==> config.mk <==
export PLATFORM = sky130hd
export DESIGN_NAME = accept_encoding_gzip_check
export DESIGN_NICKNAME = d
export VERILOG_FILES = /design/src/sv/agc_pkg.sv /design/src/sv/agc_fifo.sv /design/src/sv/agc_front.sv /design/src/sv/agc_back.sv /design/src/sv/accept_encoding_gzip_check.sv
export SDC_FILE = /design/constraint.sdc
export NUM_CORES = 1
export LEC_CHECK = 0
export ABC_AREA = 0
export ABC_CLOCK_PERIOD_IN_PS = 3800
export BUFFER_PORTS_ARGS = -buffer_cell sky130_fd_sc_hd__buf_2
export CORE_ASPECT_RATIO = 1.25
export CORE_MARGIN = 2
export CORE_UTILIZATION = 55
export CTS_CLUSTER_SIZE = 16
export DETAILED_ROUTE_END_ITERATION = 8
export PLACE_DENSITY = 0.72
export SYNTH_ARGS = -nofsm -noshare
export SYNTH_HDL_FRONTEND = slang
export SYNTH_SLANG_ARGS = --single-unit
==> constraint.sdc <==
create_clock -name clk -period 3.8 [get_ports clk]
set_clock_uncertainty 0.05 [all_clocks]
set_input_delay 0.57 -clock clk [delete_from_list [all_inputs] [get_ports clk]]
set_output_delay 0.57 -clock clk [all_outputs]
set_load 0.01 [all_outputs]
==> src/sv/agc_pkg.sv <==
// Shared types and constants for the Accept-Encoding gzip check.
package agc_pkg;

    localparam int QUEUE_DEPTH_DEF = 4;
    localparam int OUT_DEPTH_DEF   = 2;

    localparam logic [7:0] CH_NUL   = 8'h00;
    localparam logic [7:0] CH_TAB   = 8'h09;
    localparam logic [7:0] CH_SPACE = 8'h20;
    localparam logic [7:0] CH_COMMA = 8'h2c;
    localparam logic [7:0] CH_SEMI  = 8'h3b;
    localparam logic [7:0] CH_EQ    = 8'h3d;
    localparam logic [7:0] CH_ZERO  = 8'h30;
    localparam logic [7:0] CH_DOT   = 8'h2e;
    localparam logic [7:0] CH_Q     = 8'h71;
    localparam logic [7:0] CH_G     = 8'h67;
    localparam logic [7:0] CH_Z     = 8'h7a;
    localparam logic [7:0] CH_I     = 8'h69;
    localparam logic [7:0] CH_P     = 8'h70;

    // Classified header byte handed from the front end to the parser.
    typedef struct packed {
        logic       has;
        logic       last;
        logic       is_nul;
        logic       is_comma;
        logic       is_sp;
        logic       is_semi;
        logic       is_q;
        logic       is_eq;
        logic       is_zero;
        logic       is_dot;
        logic [3:0] letter_hit;   // bit k: lowercase byte equals letter k of "gzip"
    } class_t;

    function automatic logic [7:0] to_lower(input logic [7:0] c);
        logic [7:0] r;
        r = c;
        if (c >= 8'h41 && c <= 8'h5a)
        begin
            r = c | 8'h20;
        end
        return r;
    endfunction

endpackage

==> src/sv/agc_fifo.sv <==
// Small register queue with a count, used between stages and for results.
module agc_fifo #(
    parameter int WIDTH = 1,
    parameter int DEPTH = 2
) (
    input  logic             clk,
    input  logic             rst_n,
    input  logic             push,
    input  logic [WIDTH-1:0] wdata,
    output logic             full,
    input  logic             pop,
    output logic [WIDTH-1:0] rdata,
    output logic             empty
);
    localparam int PW = (DEPTH > 1) ? $clog2(DEPTH) : 1;
    localparam int CW = $clog2(DEPTH + 1);
    localparam logic [PW-1:0] LAST_PTR = PW'(DEPTH - 1);
    localparam logic [CW-1:0] DEPTH_CNT = CW'(DEPTH);

    logic [WIDTH-1:0] store_reg [DEPTH];
    logic [PW-1:0]    wr_ptr_reg, wr_ptr_next;
    logic [PW-1:0]    rd_ptr_reg, rd_ptr_next;
    logic [CW-1:0]    count_reg, count_next;
    logic             do_push, do_pop;

    assign full    = (count_reg == DEPTH_CNT);
    assign empty   = (count_reg == '0);
    assign do_push = push && !full;
    assign do_pop  = pop && !empty;
    assign rdata   = store_reg[rd_ptr_reg];

    always_comb
    begin
        wr_ptr_next = wr_ptr_reg;
        rd_ptr_next = rd_ptr_reg;
        count_next  = count_reg;
        if (do_push)
        begin
            wr_ptr_next = (wr_ptr_reg == LAST_PTR) ? '0 : wr_ptr_reg + 1'b1;
        end
        if (do_pop)
        begin
            rd_ptr_next = (rd_ptr_reg == LAST_PTR) ? '0 : rd_ptr_reg + 1'b1;
        end
        if (do_push && !do_pop)
        begin
            count_next = count_reg + 1'b1;
        end
        else if (do_pop && !do_push)
        begin
            count_next = count_reg - 1'b1;
        end
    end

    always_ff @(posedge clk or negedge rst_n)
    begin
        if (!rst_n)
        begin
            wr_ptr_reg <= '0;
            rd_ptr_reg <= '0;
            count_reg  <= '0;
        end
        else
        begin
            wr_ptr_reg <= wr_ptr_next;
            rd_ptr_reg <= rd_ptr_next;
            count_reg  <= count_next;
        end
    end

    always_ff @(posedge clk)
    begin
        if (do_push)
        begin
            store_reg[wr_ptr_reg] <= wdata;
        end
    end

endmodule

==> src/sv/agc_front.sv <==
// Front end: accepts header bytes and classifies them for the parser.
module agc_front (
    input  logic            clk,
    input  logic            rst_n,
    input  logic            push,
    output logic            full,
    input  logic [7:0]      char_code,
    input  logic            has_char,
    input  logic            last,
    output logic            q_push,
    output agc_pkg::class_t q_item,
    input  logic            q_full
);
    logic            valid_reg, valid_next;
    agc_pkg::class_t item_reg;
    agc_pkg::class_t item_new;
    logic [7:0]      lc;
    logic            accept;

    assign full   = valid_reg && q_full;
    assign accept = push && !full;
    assign q_push = valid_reg && !q_full;
    assign q_item = item_reg;

    always_comb
    begin
        lc = agc_pkg::to_lower(char_code);
        item_new.has           = has_char;
        item_new.last          = last;
        item_new.is_nul        = (char_code == agc_pkg::CH_NUL);
        item_new.is_comma      = (char_code == agc_pkg::CH_COMMA);
        item_new.is_sp         = (char_code == agc_pkg::CH_SPACE) ||
                                 (char_code == agc_pkg::CH_TAB);
        item_new.is_semi       = (char_code == agc_pkg::CH_SEMI);
        item_new.is_q          = (lc == agc_pkg::CH_Q);
        item_new.is_eq         = (char_code == agc_pkg::CH_EQ);
        item_new.is_zero       = (char_code == agc_pkg::CH_ZERO);
        item_new.is_dot        = (char_code == agc_pkg::CH_DOT);
        item_new.letter_hit[0] = (lc == agc_pkg::CH_G);
        item_new.letter_hit[1] = (lc == agc_pkg::CH_Z);
        item_new.letter_hit[2] = (lc == agc_pkg::CH_I);
        item_new.letter_hit[3] = (lc == agc_pkg::CH_P);
    end

    always_comb
    begin
        valid_next = valid_reg;
        if (accept)
        begin
            valid_next = 1'b1;
        end
        else if (q_push)
        begin
            valid_next = 1'b0;
        end
    end

    always_ff @(posedge clk or negedge rst_n)
    begin
        if (!rst_n)
        begin
            valid_reg <= 1'b0;
        end
        else
        begin
            valid_reg <= valid_next;
        end
    end

    // Hold the payload until the queue takes it.
    always_ff @(posedge clk)
    begin
        if (accept)
        begin
            item_reg <= item_new;
        end
    end

endmodule

==> src/sv/agc_back.sv <==
// Back end: header parser state machine that produces the gzip verdict.
module agc_back (
    input  logic            clk,
    input  logic            rst_n,
    input  logic            in_empty,
    input  agc_pkg::class_t in_item,
    output logic            in_pop,
    input  logic            res_full,
    output logic            res_push,
    output logic            res_data
);
    typedef enum logic [3:0] {
        PH_SKIP_LEAD  = 4'd0,
        PH_TOKEN      = 4'd1,
        PH_SKIP_ELEM  = 4'd2,
        PH_PARAM_GAP  = 4'd3,
        PH_PARAM_Q    = 4'd4,
        PH_PARAM_REST = 4'd5,
        PH_Q_SPACE    = 4'd6,
        PH_Q_ZERO     = 4'd7,
        PH_Q_TRAIL    = 4'd8
    } phase_t;

    typedef struct packed {
        phase_t     phase;
        logic [2:0] match_count;
        logic       token_mismatch;
        logic       decided;
        logic       verdict;
        logic       header_ended;
    } pstate_t;

    localparam logic [2:0] GZIP_LEN = 3'd4;
    localparam pstate_t PSTATE_RESET = '{
        phase: PH_SKIP_LEAD, match_count: 3'd0, token_mismatch: 1'b0,
        decided: 1'b0, verdict: 1'b0, header_ended: 1'b0
    };

    pstate_t st_reg, st_next;

    function automatic logic is_gzip(input pstate_t s);
        return (s.match_count == GZIP_LEN) && !s.token_mismatch;
    endfunction

    // Close the current element at a comma or at the end of the header.
    function automatic pstate_t finish_element(input pstate_t s);
        pstate_t r;
        r = s;
        unique case (s.phase)
            PH_TOKEN:
            begin
                if (is_gzip(s))
                begin
                    r.decided = 1'b1;
                    r.verdict = 1'b1;
                end
                else
                begin
                    r.phase = PH_SKIP_LEAD;
                end
            end
            PH_PARAM_GAP, PH_PARAM_Q, PH_PARAM_REST, PH_Q_SPACE:
            begin
                r.decided = 1'b1;
                r.verdict = 1'b1;
            end
            PH_Q_ZERO, PH_Q_TRAIL:
            begin
                r.decided = 1'b1;
                r.verdict = 1'b0;
            end
            default:
            begin
                r.phase = PH_SKIP_LEAD;
            end
        endcase
        return r;
    endfunction

    function automatic pstate_t take_byte(input pstate_t s, input agc_pkg::class_t c);
        pstate_t r;
        logic    skip;
        r    = s;
        skip = 1'b0;
        if (c.is_nul)
        begin
            r = finish_element(s);
            if (!r.decided)
            begin
                r.decided = 1'b1;
                r.verdict = 1'b0;
            end
            r.header_ended = 1'b1;
        end
        else if (c.is_comma)
        begin
            r = finish_element(s);
        end
        else
        begin
            if (r.phase == PH_SKIP_LEAD)
            begin
                if (c.is_sp)
                begin
                    skip = 1'b1;
                end
                else
                begin
                    r.match_count    = 3'd0;
                    r.token_mismatch = 1'b0;
                    r.phase          = PH_TOKEN;
                end
            end
            if (!skip)
            begin
                unique case (r.phase)
                    PH_TOKEN:
                    begin
                        if (c.is_semi || c.is_sp)
                        begin
                            r.phase = is_gzip(r) ? PH_PARAM_GAP : PH_SKIP_ELEM;
                        end
                        else if (r.match_count < GZIP_LEN &&
                                 c.letter_hit[r.match_count[1:0]])
                        begin
                            r.match_count = r.match_count + 3'd1;
                        end
                        else
                        begin
                            r.token_mismatch = 1'b1;
                        end
                    end
                    PH_PARAM_GAP:
                    begin
                        if (!(c.is_sp || c.is_semi))
                        begin
                            r.phase = c.is_q ? PH_PARAM_Q : PH_PARAM_REST;
                        end
                    end
                    PH_PARAM_Q:
                    begin
                        priority if (c.is_eq)
                        begin
                            r.phase = PH_Q_SPACE;
                        end
                        else if (c.is_semi)
                        begin
                            r.phase = PH_PARAM_GAP;
                        end
                        else
                        begin
                            r.phase = PH_PARAM_REST;
                        end
                    end
                    PH_PARAM_REST:
                    begin
                        if (c.is_semi)
                        begin
                            r.phase = PH_PARAM_GAP;
                        end
                    end
                    PH_Q_SPACE:
                    begin
                        if (c.is_zero)
                        begin
                            r.phase = PH_Q_ZERO;
                        end
                        else if (!c.is_sp)
                        begin
                            r.decided = 1'b1;
                            r.verdict = 1'b1;
                        end
                    end
                    PH_Q_ZERO:
                    begin
                        if (c.is_sp)
                        begin
                            r.phase = PH_Q_TRAIL;
                        end
                        else if (c.is_semi)
                        begin
                            r.decided = 1'b1;
                            r.verdict = 1'b0;
                        end
                        else if (!c.is_zero && !c.is_dot)
                        begin
                            r.decided = 1'b1;
                            r.verdict = 1'b1;
                        end
                    end
                    PH_Q_TRAIL:
                    begin
                        if (c.is_semi)
                        begin
                            r.decided = 1'b1;
                            r.verdict = 1'b0;
                        end
                        else if (!c.is_sp)
                        begin
                            r.decided = 1'b1;
                            r.verdict = 1'b1;
                        end
                    end
                    default:
                    begin
                        r = r;
                    end
                endcase
            end
        end
        return r;
    endfunction

    // Advance only when a result slot is free, so a last item never stalls mid-way.
    assign in_pop = !in_empty && !res_full;

    always_comb
    begin
        pstate_t s;
        s        = st_reg;
        st_next  = st_reg;
        res_push = 1'b0;
        res_data = 1'b0;
        if (in_pop)
        begin
            if (in_item.has && !s.header_ended && !s.decided)
            begin
                s = take_byte(s, in_item);
            end
            if (in_item.last)
            begin
                if (!s.decided)
                begin
                    s = finish_element(s);
                    if (!s.decided)
                    begin
                        s.decided = 1'b1;
                        s.verdict = 1'b0;
                    end
                end
                res_push = 1'b1;
                res_data = s.verdict;
                st_next  = PSTATE_RESET;
            end
            else
            begin
                st_next = s;
            end
        end
    end

    always_ff @(posedge clk or negedge rst_n)
    begin
        if (!rst_n)
        begin
            st_reg <= PSTATE_RESET;
        end
        else
        begin
            st_reg <= st_next;
        end
    end

endmodule

==> src/sv/accept_encoding_gzip_check.sv <==
// Accept-Encoding gzip check: one header byte per transaction, one verdict per header.
// A verdict passes through the front register, the byte queue and the result queue before it can be popped.
// Throughput: one byte per cycle while no queue is full; the back end parser takes one byte per pop.
// Front register, byte queue and result queue decouple both sides from stalls.
// Reset (rst_n low, asynchronous): queues empty, parser at skip-leading-separators.
// Parser state returns to its reset value after every header's last byte.
module accept_encoding_gzip_check #(
    parameter int QUEUE_DEPTH = agc_pkg::QUEUE_DEPTH_DEF,
    parameter int OUT_DEPTH   = agc_pkg::OUT_DEPTH_DEF
) (
    input  logic       clk,
    input  logic       rst_n,
    input  logic       push,
    output logic       full,
    input  logic [7:0] char_code,
    input  logic       has_char,
    input  logic       last,
    output logic       empty,
    input  logic       pop,
    output logic       gzip_accepted
);
    localparam int CW = $bits(agc_pkg::class_t);

    logic            q_push, q_full, q_empty, q_pop;
    agc_pkg::class_t q_wr_item, q_rd_item;
    logic [CW-1:0]   q_wdata, q_rdata;
    logic            res_push, res_full, res_data;

    agc_front u_front (
        .clk       (clk),
        .rst_n     (rst_n),
        .push      (push),
        .full      (full),
        .char_code (char_code),
        .has_char  (has_char),
        .last      (last),
        .q_push    (q_push),
        .q_item    (q_wr_item),
        .q_full    (q_full)
    );

    assign q_wdata   = q_wr_item;
    assign q_rd_item = agc_pkg::class_t'(q_rdata);

    agc_fifo #(
        .WIDTH (CW),
        .DEPTH (QUEUE_DEPTH)
    ) u_byte_q (
        .clk   (clk),
        .rst_n (rst_n),
        .push  (q_push),
        .wdata (q_wdata),
        .full  (q_full),
        .pop   (q_pop),
        .rdata (q_rdata),
        .empty (q_empty)
    );

    agc_back u_back (
        .clk      (clk),
        .rst_n    (rst_n),
        .in_empty (q_empty),
        .in_item  (q_rd_item),
        .in_pop   (q_pop),
        .res_full (res_full),
        .res_push (res_push),
        .res_data (res_data)
    );

    agc_fifo #(
        .WIDTH (1),
        .DEPTH (OUT_DEPTH)
    ) u_res_q (
        .clk   (clk),
        .rst_n (rst_n),
        .push  (res_push),
        .wdata (res_data),
        .full  (res_full),
        .pop   (pop),
        .rdata (gzip_accepted),
        .empty (empty)
    );

endmodule

Word-level counts from Yosys, hierarchy flattened
Memories as Yosys holds them, arrays and structs flattened.
Cells that the tools add are included.
{"block": "op_classes", "multipliers": 0, "add_sub_neg": 9, "n_lt_le_gt_ge": 4, "mux": 75, "n_eq_ne": 40, "n_reduce_logical": 50, "div": 0, "n_shift": 0, "bitwise": 0}
{"cell": "$mux 11", "n": 6}
{"cell": "$eq 4x3->1 const B", "n": 12}
{"cell": "$eq 8x6->1 const B", "n": 6}
{"cell": "$mux 8", "n": 6}
{"cell": "$eq 8x7->1 const B", "n": 5}
{"cell": "$mux 2", "n": 19}
{"cell": "$mux 4", "n": 9}
{"cell": "$mux 1", "n": 24}
{"cell": "$pmux 4 s6", "n": 1}
{"cell": "$logic_and 1x1->1", "n": 20}
{"cell": "$pmux 2 s3", "n": 3}
{"cell": "$logic_not 1->1", "n": 16}
{"cell": "$eq 3x3->1 const B", "n": 4}
{"cell": "$eq 4x1->1 const B", "n": 3}
{"cell": "$eq 4x2->1 const B", "n": 3}
{"cell": "$eq 4x4->1 const B", "n": 3}
{"cell": "$mux 3", "n": 4}
{"cell": "$eq 8x4->1 const B", "n": 1}
{"cell": "$ge 8x7->1 const B", "n": 1}
{"cell": "$le 8x7->1 const B", "n": 1}
{"cell": "$logic_not 8->1", "n": 1}
{"cell": "$pmux 4 s2", "n": 1}
{"cell": "$reduce_or 4->1", "n": 2}
{"cell": "$add 2x1->2 const B", "n": 3}
{"cell": "16 further kinds", "n": 24}
{"block": "totals", "wordCells": 204, "rom_bits": 0, "latchBits": 0, "register_bits": 37, "mem_count": 2, "output_inout_bits": 3, "ramBits": 58}
{"name": "u_byte_q.store_reg", "words": 4, "word_bits": 14, "read_ports": 1, "rd_ports_with_merged_regs": 0, "write_ports": 1, "line_no": "agc_fifo.sv:20", "source": "logic [WIDTH-1:0] store_reg [DEPTH];"}
{"name": "u_res_q.store_reg", "words": 2, "word_bits": 1, "read_ports": 1, "rd_ports_with_merged_regs": 0, "write_ports": 1, "line_no": "agc_fifo.sv:20"}

Depth between registers and ports, before layout
An unclocked memory read counts as a cell.
{"block": "depth", "word_depth": 29, "depth_mapped": 10, "mapped_depth_nobuf": 9}

Modules after synthesis
Synthesis repeated with hierarchy kept, for this count alone.
{"block": "unflattened", "cells_unflattened": 372, "hier_area_um2": 4840.9}
{"mod": "agc_fifo (u_byte_q)", "area_each_um2": 2461.1, "cells_each": 110, "n_inst": 1}
{"mod": "agc_back", "area_each_um2": 1473.9, "cells_each": 196, "n_inst": 1}
{"mod": "agc_front", "area_each_um2": 638.1, "cells_each": 44, "n_inst": 1}
{"mod": "agc_fifo (u_res_q)", "area_each_um2": 267.8, "cells_each": 22, "n_inst": 1}

Least setup slack after synthesis
Ideal clock, no wire load.
{"block": "synth_path", "path_kind": "register -> register", "from": "register u_byte_q.rd_ptr_reg[1]", "to": "memory u_res_q.store_reg[0], data pin", "stages_incl_launch_ff": 11, "n_path_buf": 2, "period_less_slack_ns": 2.520, "setup_ns": 0.266, "arrival_ns": 2.204, "path_slack_ns": 1.280, "required_time_ns": 3.484, "path_cell_list": "dfrtp_1 > buf_2 > buf_2 > mux4_2 > o21ai_0 > o21ai_0 > a2111oi_0 > o21ai_0 > a21bo_2 > a31oi_1 > o31ai_1"}
{"block": "synth_between", "elab_chain_len": 29, "elab_cells_between_ends": 81}
{"element": "from (decl)", "line_no": "agc_fifo.sv:22", "source": "logic [PW-1:0] rd_ptr_reg, rd_ptr_next;"}
{"element": "from (signal assigned)", "line_no": "agc_fifo.sv:66", "source": "rd_ptr_reg <= rd_ptr_next;"}
{"element": "$mem_v2 4x14 (*)"}
{"element": "$mux 8", "line_no": "agc_back.sv:103", "source": "if (c.is_sp)"}
{"element": "$mux 8", "line_no": "agc_back.sv:101", "source": "if (r.phase == PH_SKIP_LEAD)"}
{"element": "$mux 8", "line_no": "agc_back.sv:95", "source": "else if (c.is_comma)"}
{"element": "$mux 8", "line_no": "agc_back.sv:85", "source": "if (c.is_nul)"}
{"element": "$mux 8", "line_no": "agc_back.sv:226", "source": "if (in_item.has && !s.header_ended && !s.decided)"}
{"element": "$mux 8", "line_no": "agc_back.sv:224", "source": "if (in_pop)"}
{"element": "$bmux 1 s2", "line_no": "agc_back.sv:124", "source": "c.letter_hit[r.match_count[1:0]])"}
{"element": "[... 14 more ...]"}
{"element": "$mux 2", "line_no": "agc_back.sv:232", "source": "if (!s.decided)"}
{"element": "$mux 2", "line_no": "agc_back.sv:230", "source": "if (in_item.last)"}
{"element": "$mux 2", "line_no": "agc_back.sv:224"}
{"element": "$mux 1", "line_no": "agc_back.sv:235", "source": "if (!s.decided)"}
{"element": "$mux 2", "line_no": "agc_back.sv:232"}
{"element": "$mux 1 (*)", "line_no": "agc_back.sv:230"}
{"element": "$mux 1 (*)", "line_no": "agc_back.sv:224"}
{"element": "via res_data", "line_no": "accept_encoding_gzip_check.sv:27", "source": "logic res_push, res_full, res_data;"}
{"element": "to (decl)", "line_no": "agc_fifo.sv:20"}
Mark *: on every way through the listed nets, which the timed path passes. The rest lies on a longest branch. The select of a mux whose other input is x is not followed.

Worst setup path after layout
{"block": "layout_path", "from": "register u_byte_q.rd_ptr_reg[0]", "to": "memory u_res_q.store_reg[1], data pin"}
The elaborated chain is that of the path after synthesis.

==> metrics.csv <==
metric,value,unit
status,finished clean,
Post-Synthesis Cells,360,
yosys warns,0,
post-synthesis sequential area ratio,58.7,%
Fmax achieved,316,MHz
required time of the critical path,3850,ps
worst-margin pin slew,809,ps
FF-to-FF setup slack,630,ps
final setup margin,631,ps
worst reg2reg path depth,8,
Vias,3007,
final hold viol count,0,
largest net degree at the start of global routing,24,
RSZ-0062 raised after global routing,false,
Area after DPL,0.00485,mm2
Initial Utilization,56.6,%
CP cell instances,mux4_2 > o21ai_0 > o21ai_0 > a2111oi_0 > o21ai_0 > a21bo_2 > a31oi_1 > o31ai_1,
critical path launch point type,register,
Total Power,0.00366,W
WL/cell,17.7,um
TNS Setup,0,ps
Post-CTS Hold Fix Bufs,0,
worst r2r dst,u_res_q.store_reg[1]$_DFFE_PP_,
"Max FO, Critical Path",7,
Reg-to-Reg Start,u_byte_q.rd_ptr_reg[0]$_DFFE_PN0P_,
final wirelength,8540,um
synth top area cells,"edfxtp_1 (46%), dfrtp_1 (12%), mux4_2 (5.8%), nor2_1 (2.7%), ha_1 (2.1%)",
IO Pins,17,
Num CTS Buffers,9,
Via-to-Cell Ratio,6.24,
Non-Filler Instances,482,
detailed placement HPWL,6210,um
port bufs,16,
Setup Crit Path Kind,reg2reg,
nets,403,
pwr/cell area,726,mW/mm2
global route overflow,0,
Crit path arrival time,3220,ps
Cell variety after synth,70,
worst vdd ir,0.000369,V
Synth Flop Type,edfxtp_1,
# Max-Cap Violations,0,
Synth async-reset ratio,24.2,%
worst min path class,in2async,
DIE HEIGHT,107,um
vias in the first global route,2843,
"commonest non-fill, non-tap cell in the layout",edfxtp_1,
post-synth top area cell,edfxtp_1,
DP Cell Count,466,
LEAKAGE,1.84,nW
Total GRT Usage,20.2,%
"EDFF count, synth",72,
site row count,37,
max-slew violation count,0,
first-pass GRT wire length,14100,um
number of H-tree levels,3,
clock root cell,clkbuf_8,
post-place setup slack,698,ps
area share of the leading cell type in the synthesized netlist,46.3,%
cts repair resizes,0,
most frequent cells in the layout,"edfxtp_1 (72), nor2_1 (33), dfrtp_1 (23)",
area grow syn2layout,8.15,%
initial antenna violation count,0,
post-synthesis register bit count,95,
Worst setup endpoint,u_res_q.store_reg[1]$_DFFE_PP_,
Most common cell on crit path,o21ai_0,
die width,86.4,um
DRC,0,
CP max-delay cell,mux4_2,
Placer Congestion,0.916,
CTS Sinks,95,
initial DRC count,186,
Crit. End Element,register,
Detailed Routing Iterations Pass 1,5,
clock buffer depth,2,
syn avg cell area,13.0,um2
CTS tree,yes,
Detail Route Antenna Nets,0,
"Reg clk slew, reported paths",90,ps
fin crit share,83.4,%
worst rel slew slack,45.3,%
Core Area,0.00824,mm2
number of flip-flops in the largest register,56,
"Net Count, Synth",383,
fraction of layout cells with a size suffix above 1,18.4,%
final instance area,0.00505,mm2
Max stage delay on crit path,590,ps
Final setup viols,0,
die area,0.00924,mm2
post-CTS setup buffers,0,
# fillers,637,
Critical Path Start,u_byte_q.rd_ptr_reg[0]$_DFFE_PN0P_,
# diodes,0,
clk_lat worst skew,360,ps
mapped cell area,0.00467,mm2
Final min period,3170,ps
-- layout make-up --
type | count | area (um2) | share of cell area (%)
clock buffer | 9 | 124 | 2.45
clock inverter | 7 | 71.3 | 1.41
inverter | 15 | 56.3 | 1.12
multi-input combinational | 236 | 1800 | 35.7
sequential | 95 | 2740 | 54.2
tap | 97 | 121 | 2.40
timing repair buffer | 23 | 133 | 2.63
-- worst max-delay path, delay by kind of cell, from the launching register on --
kind           cells  cell delay, ps
AO/OA/AOI/OAI      7            1720
flip-flops         1             550
multiplexers       1             590
-- power by group --
part	switching, W	total (W)	internal [W]
Sequential	0.000177	0.00158	0.00141
Combinational	0.000820	0.00144	0.000616
Clock	0.000338	0.000644	0.000305
-- per-stage QoR --
stage / utilization [%] / hold slack (ps)
detailed placement: 58.9 / 433
finish: 61.3 / 123
global placement: 58.9 / 422
global route: 61.3 / 165
floorplan: - / 224
CTS: 61.3 / 136
-- logic make-up after synthesis --
family	count (synthesis)	synth area share (%)
and+or+nand+nor	122	14.3
xor gates and xnor gates	8	1.50
buffers and inverters	29	2.68
muxes	21	8.82
AOI/OAI and AO/OA	76	11.5
adders and majority gates	9	2.57
DFF	95	58.7
-- synthesized netlist by cell type, types with 7 or more instances --
| library cell | n |
|---|---|
| a21oi_1 | 10 |
| a22o_1 | 7 |
| clkbuf_1 | 7 |
| dfrtp_1 | 23 |
| edfxtp_1 | 72 |
| ha_1 | 8 |
| inv_1 | 14 |
| mux4_2 | 12 |
| nand2_1 | 15 |
| nor2_1 | 33 |
| nor3_1 | 12 |
| o21ai_0 | 18 |
| or2_2 | 7 |
-- metal layers --
metal,part of all wire [%],vias to the layer above,GRT usage [%]
li1,-,1423,-
met1,41,1456,25.8
met2,50,104,32.7
met3,4.5,24,3.08
met4,3.7,0,11.6
met5,0,-,0
-- worst min path at each step --
stage	slack (ps)	to	depth (start not counted)	from
after global routing	160	u_res_q.rd_ptr_reg$_DFFE_PN0P_	1	rst_n
after CTS	140	u_res_q.rd_ptr_reg$_DFFE_PN0P_	1	rst_n
after global placement	420	u_byte_q.store_reg[1][2]$_DFFE_PP_	0	u_front.q_item[2]$_DFFE_PP_
after detailed placement	430	u_res_q.rd_ptr_reg$_DFFE_PN0P_	1	u_res_q.rd_ptr_reg$_DFFE_PN0P_
final	120	u_res_q.rd_ptr_reg$_DFFE_PN0P_	1	rst_n
after floorplan	220	u_back.st_reg[0]$_DFFE_PN0P_	0	rst_n
Note: power is estimated with default switching activity, not from simulation.
